===== src/rtl/core/lpfd_pkg.sv =====
// lpfd_pkg: shared types for the length-prefixed frame decoder
// result item layout passed from the header/payload parser to the output register
`timescale 1ns / 1ps

package lpfd_pkg;

  typedef struct packed {
    logic [7:0]  payload_byte;
    logic        has_payload;
    logic        last_of_frame;
    logic [31:0] frame_number;
    logic        bad_length;
  } result_t;

endpackage


===== src/rtl/core/lpfd_parse.sv =====
// lpfd_parse: header assembly, payload countdown and result formation
// holds the frame state; uses lpfd_pkg for the result struct
`timescale 1ns / 1ps

module lpfd_parse
  import lpfd_pkg::*;
#(
  parameter int LENGTH_FIELD_BYTES = 4
) (
  input  logic    clk,
  input  logic    rst,
  input  logic    step,
  input  logic    action,
  input  logic [7:0] rx_byte,
  output logic    res_valid,
  output result_t res
);

  localparam int HdrBytes = LENGTH_FIELD_BYTES + 4;
  localparam int LenW     = 8 * LENGTH_FIELD_BYTES;
  localparam int HcW      = $clog2(HdrBytes + 1);

  logic [HcW-1:0]  header_count, header_count_next, hc_inc;
  logic [LenW-1:0] frame_length, frame_length_next, len_base;
  logic [31:0]     current_number, current_number_next, num_base;
  logic [LenW-1:0] bytes_remaining, bytes_remaining_next;

  always_comb begin
    header_count_next    = header_count;
    frame_length_next    = frame_length;
    current_number_next  = current_number;
    bytes_remaining_next = bytes_remaining;
    res_valid            = 1'b0;
    res                  = '0;
    len_base             = (header_count == '0) ? '0 : frame_length;
    num_base             = (header_count == '0) ? '0 : current_number;
    hc_inc               = header_count + HcW'(1);
    if (action) begin
      header_count_next    = '0;
      bytes_remaining_next = '0;
    end else if (bytes_remaining != '0) begin
      bytes_remaining_next = bytes_remaining - LenW'(1);
      res_valid            = 1'b1;
      res.payload_byte     = rx_byte;
      res.has_payload      = 1'b1;
      res.last_of_frame    = (bytes_remaining == LenW'(1));
      res.frame_number     = current_number;
    end else begin
      frame_length_next   = len_base;
      current_number_next = num_base;
      if (header_count < HcW'(LENGTH_FIELD_BYTES)) begin
        frame_length_next = {len_base[LenW-9:0], rx_byte};
      end else begin
        current_number_next = {num_base[23:0], rx_byte};
      end
      header_count_next = hc_inc;
      if (hc_inc == HcW'(HdrBytes)) begin
        header_count_next = '0;
        if (frame_length_next <= LenW'(HdrBytes)) begin
          res_valid          = 1'b1;
          res.last_of_frame  = 1'b1;
          res.frame_number   = current_number_next;
          res.bad_length     = (frame_length_next < LenW'(HdrBytes));
        end else begin
          bytes_remaining_next = frame_length_next - LenW'(HdrBytes);
        end
      end
    end
  end

  always_ff @(posedge clk) begin
    if (rst) begin
      header_count    <= '0;
      frame_length    <= '0;
      current_number  <= '0;
      bytes_remaining <= '0;
    end else if (step) begin
      header_count    <= header_count_next;
      frame_length    <= frame_length_next;
      current_number  <= current_number_next;
      bytes_remaining <= bytes_remaining_next;
    end
  end

endmodule


===== src/rtl/core/lpfd_outreg.sv =====
// lpfd_outreg: result register with valid/stall handshake toward the sink
// uses lpfd_pkg for the result struct
`timescale 1ns / 1ps

module lpfd_outreg
  import lpfd_pkg::*;
(
  input  logic        clk,
  input  logic        rst,
  input  logic        load,
  input  result_t     res,
  output logic        ready,
  output logic        out_valid,
  input  logic        out_stall,
  output logic [7:0]  payload_byte,
  output logic        has_payload,
  output logic        last_of_frame,
  output logic [31:0] frame_number,
  output logic        bad_length
);

  result_t held;

  assign ready = !out_valid || !out_stall;

  always_ff @(posedge clk) begin
    if (rst) begin
      out_valid <= 1'b0;
    end else if (load) begin
      out_valid <= 1'b1;
    end else if (!out_stall) begin
      out_valid <= 1'b0;
    end
  end

  always_ff @(posedge clk) begin
    if (load) begin
      held <= res;
    end
  end

  assign payload_byte  = held.payload_byte;
  assign has_payload   = held.has_payload;
  assign last_of_frame = held.last_of_frame;
  assign frame_number  = held.frame_number;
  assign bad_length    = held.bad_length;

endmodule


===== src/rtl/core/length_prefixed_frame_decoder_top.sv =====
// length_prefixed_frame_decoder_top: input register, parser and result register
// depends on lpfd_pkg, lpfd_parse, lpfd_outreg
//
//   channel | handshake           | fields
//   --------+---------------------+----------------------------------------------
//   input   | in_valid / in_stall | action, rx_byte
//   output  | out_valid/out_stall | payload_byte, has_payload, last_of_frame,
//           |                     | frame_number, bad_length
//
// one item per cycle sustained while the output is not stalled; the input
// register takes the item when it is accepted and the result register loads
// its result when the parser steps, and the result register drives the output
// synchronous active-high reset clears frame state and both valid flags
// a stalled output holds its result; the input register keeps accepting
// while the result register is free or being taken in the same cycle
`timescale 1ns / 1ps

module length_prefixed_frame_decoder_top
  import lpfd_pkg::*;
#(
  parameter int LENGTH_FIELD_BYTES = 4
) (
  input  logic        clk,
  input  logic        rst,
  input  logic        in_valid,
  output logic        in_stall,
  input  logic        action,
  input  logic [7:0]  rx_byte,
  output logic        out_valid,
  input  logic        out_stall,
  output logic [7:0]  payload_byte,
  output logic        has_payload,
  output logic        last_of_frame,
  output logic [31:0] frame_number,
  output logic        bad_length
);

  logic       s1_valid;
  logic       s1_action;
  logic [7:0] s1_byte;
  logic       ready;
  logic       step;
  logic       accept;
  logic       res_valid;
  result_t    res;

  assign step     = s1_valid && ready;
  assign in_stall = s1_valid && !ready;
  assign accept   = in_valid && !in_stall;

  always_ff @(posedge clk) begin
    if (rst) begin
      s1_valid <= 1'b0;
    end else if (accept) begin
      s1_valid <= 1'b1;
    end else if (step) begin
      s1_valid <= 1'b0;
    end
  end

  always_ff @(posedge clk) begin
    if (accept) begin
      s1_action <= action;
      s1_byte   <= rx_byte;
    end
  end

  lpfd_parse #(
    .LENGTH_FIELD_BYTES(LENGTH_FIELD_BYTES)
  ) u_parse (
    .clk      (clk),
    .rst      (rst),
    .step     (step),
    .action   (s1_action),
    .rx_byte  (s1_byte),
    .res_valid(res_valid),
    .res      (res)
  );

  lpfd_outreg u_outreg (
    .clk          (clk),
    .rst          (rst),
    .load         (step && res_valid),
    .res          (res),
    .ready        (ready),
    .out_valid    (out_valid),
    .out_stall    (out_stall),
    .payload_byte (payload_byte),
    .has_payload  (has_payload),
    .last_of_frame(last_of_frame),
    .frame_number (frame_number),
    .bad_length   (bad_length)
  );

endmodule

===== config.mk =====
export PLATFORM = sky130hd
export DESIGN_NAME = length_prefixed_frame_decoder_top
export DESIGN_NICKNAME = d
export VERILOG_FILES = /design/src/rtl/core/lpfd_pkg.sv /design/src/rtl/core/lpfd_parse.sv /design/src/rtl/core/lpfd_outreg.sv /design/src/rtl/core/length_prefixed_frame_decoder_top.sv
export SDC_FILE = /design/constraint.sdc
export NUM_CORES = 1
export LEC_CHECK = 0
export BUFFER_PORTS_ARGS = -buffer_cell sky130_fd_sc_hd__clkbuf_2
export CORE_MARGIN = 5
export CORE_UTILIZATION = 60
export DETAILED_ROUTE_END_ITERATION = 6
export PLACE_DENSITY = 0.92
export SYNTH_ARGS = -nofsm -noshare
export SYNTH_HDL_FRONTEND = slang
export SYNTH_SLANG_ARGS = --single-unit

===== constraint.sdc =====
create_clock -name clk -period 9.05 [get_ports clk]
set_input_delay 0.4525 -clock clk [delete_from_list [all_inputs] [get_ports clk]]
set_output_delay 0.4525 -clock clk [all_outputs]
set_load 0.02 [all_outputs]

==> impl_metrics.json <==
{
  "synthArstFlopShare": 0,
  "cts_buffers": 17,
  "clk_path_buf_depth": 2,
  "clock-sinks": 154,
  "slowest_stage": "ha_1",
  "finalCritPeriodShare": 0.454,
  "grt_first_pass_wirelength_mm": 32.9,
  "critPathBufInv": 3,
  "cp.required_ns": 9.12,
  "routabilityCongestion": 0.936,
  "netlist_area_um2": 7840,
  "synth_fp_nets": 849,
  "ys_warn_count": 0,
  "fp.dieArea_um2": 15400,
  "cts_root_buffer": "clkbuf_16",
  "hp-class": "primary input to flop",
  "clk_pin_slew_worst_paths_ns": 0.06,
  "syn_inst": 831,
  "maxCapViolations": 0,
  "status": "finished, final reports clean",
  "arrival_ns": 4.18,
  "fmax_ghz": 0.243,
  "grt.total_usage": 0.257,
  "yosysTopAreaCell": "dfxtp_1",
  "critPathKind": "flop to flop",
  "finalSetupViolations": 0,
  "synthDistinctLibCells": 82,
  "drv_slew": 0,
  "drtPass1Iterations": 6,
  "cts_tree": "built",
  "clock_latency_ns": 0.43,
  "pin_count": 58,
  "grt_pass1_vias": 6383,
  "avgSynthCellArea_um2": 9.43,
  "dr.first_iter.drc_count": 1040,
  "synth-seq-cells": 154,
  "num_rows": 41,
  "vias_per_cell": 6.60,
  "htree_levels": 4,
  "die_w_um": 124,
  "worstSetupEndpointType": "flop",
  "slew_headroom": 0.186,
  "drive_above_1_share": 0.142,
  "post_drt_wl_per_cell_um": 19.2,
  "yosysSeqAreaShare": 0.460,
  "synth_area_leaders": "dfxtp_1, edfxtp_1, nor2_1",
  "postCtsSetupBuffers": 0,
  "antenna_cells": 0,
  "stdcell_count": 1038,
  "worstMarginPinSlew_ns": 1.22,
  "remaining_drc_errors": 0,
  "max_stage_delay_ns": 0.84,
  "cp_max_fo": 43,
  "antenna_found_initial": 0,
  "hold_viol_final": 0,
  "syn_to_final_growth_pct": 10.1,
  "rsz0062_at_grt": "no",
  "synth_flop_cell": "dfxtp_1",
  "detailedPlacementHpwl_mm": 12.6,
  "cts-resized-gates": 0,
  "holdBufCountCts": 0,
  "grt_start_max_net_pins": 88,
  "routed_wl_mm": 20.0,
  "core_um2": 12700,
  "synth_edf_count": 52,
  "start_kind": "flop",
  "critical_path.cell_chain": "inv_1, ha_1, nor4b_1, a2111oi_1, and4b_2, nand4_4, nor2_4, and3_1, o21ai_0, inv_1, buf_4",
  "ant_nets": 0,
  "setup_tns_ns": 0,
  "cp_common_cell": "inv_1",
  "die_height_um": 124,
  "path_delay_family": "simple AND/OR/NAND/NOR gates",
  "port-buffer-count": 57,
  "vias": 6853,
  "fin_nets": 871,
  "gr-total-overflow": 0,
  "dpl.cell_count": 1006,
  "yosysTopAreaCellShare": 0.261,
  "layout_min_cycle_time_ns": 4.11,
  "initial_utilization": 0.616,
  "finalClockSkew_ns": 0.0136
}
Yosys cell counts, types with 4 or more instances:
master     instances
a2111oi_1          4
a211oi_1          24
a21o_1             7
a21oi_1           55
a22o_1            31
a22oi_1           32
a31oi_1           10
a32o_1             4
and2_1             5
and3_1            16
buf_1              5
buf_2             11
buf_6              8
clkbuf_1          32
dfxtp_1          102
edfxtp_1          52
ha_1               5
inv_1             14
mux2i_1            7
nand2_1           61
nand3_1           18
nand4_1           10
nor2_1           114
nor3_1            18
nor4_1             4
nor4b_1           22
o21a_1             8
o21ai_0           23
o2bb2ai_1          4
o32ai_1            4
or3_1              6
or4_1              6
xnor2_1           16
xor2_1            13
metrics by stage:
| stage | setup slack (ns) | hold slack, ns | instance area (um2) | util |
|---|---|---|---|---|
| floorplan | 5.66 | 0.455 | 7840 | - |
| detailed placement | 5.09 | 0.483 | 8040 | 0.632 |
| global placement | 5.24 | 0.479 | 8040 | 0.632 |
| CTS | 5.05 | 0.190 | 8630 | 0.678 |
| finish | 4.94 | 0.194 | 8630 | 0.678 |
| global route | 4.68 | 0.180 | 8630 | 0.678 |
area by class of cell:
class	count	area, um2
well taps	172	215
clock buffers	20	457
clock inverters	12	136
multi-input cells	599	3810
fillers	936	4090
flip-flops and latches	154	3600
repair buffers	66	353
inverters	15	56.3
cell usage in the layout (no fill, tap or decap), drive strengths merged, types with 18 or more instances in the layout:
cell and instances:
a211oi 24, a21oi 56, a22o 31, a22oi 32
clkbuf 76, dfxtp 102, edfxtp 52, inv 18
nand2 62, nand3 19, nor2 117, nor3 18
nor4b 22, o21ai 26
path summary, 6_finish.rpt:
| path | to | slack [ns] | cells past startpoint | startpoint |
|---|---|---|---|---|
| worst min-delay path | s1_byte[1] | 0.19 | 1 | rx_byte[1] |
| worst max register to register | u_outreg.last_of_frame | 4.94 | 11 | u_parse.header_count[0] |
| worst min register to register | u_parse.bytes_remaining[15] | 0.50 | 2 | u_parse.bytes_remaining[15] |
| worst max-delay path | u_outreg.last_of_frame | 4.94 | 11 | u_parse.header_count[0] |
kinds of logic after synthesis:
family / share of synthesized area
AO/OA/AOI/OAI: 0.223
XOR/XNOR: 0.0324
adder cells (fa/ha/maj): 0.00798
buffers and inverters: 0.0559
flip-flops: 0.460
multiplexers: 0.0104
AND/OR/NAND/NOR: 0.211
worst reg2reg max path: stages, from the launching register on:
cell and delay, ns:
dfxtp_1 0.37, inv_1 0.08, ha_1 0.84, nor4b_1 0.14, a2111oi_1 0.65, and4b_2 0.43
nand4_4 0.13, nor2_4 0.18, and3_1 0.21, o21ai_0 0.13, inv_1 0.10, buf_4 0.44
state kept, by name, indices dropped and copies added, names as in the netlist, 4 cells and up:
| register | flops |
|---|---|
| u_outreg.frame_number | 32 |
| u_outreg.payload_byte | 8 |
| u_parse.current_number | 32 |
| s1_byte | 8 |
| u_parse.bytes_remaining | 32 |
| u_parse.frame_length | 32 |
| u_parse.header_count | 4 |
per-layer routing:
metal  GRT usage  part of all wire  up-vias
li1            -                 -     3164
met1       0.323              0.39     3221
met4       0.111             0.038        0
met2       0.426              0.49      399
met5           0                 0        -
met3      0.0583             0.083       69
Power is not shown: default switching activity piles up to over one toggle a cycle in this logic, so the estimate is an artifact.
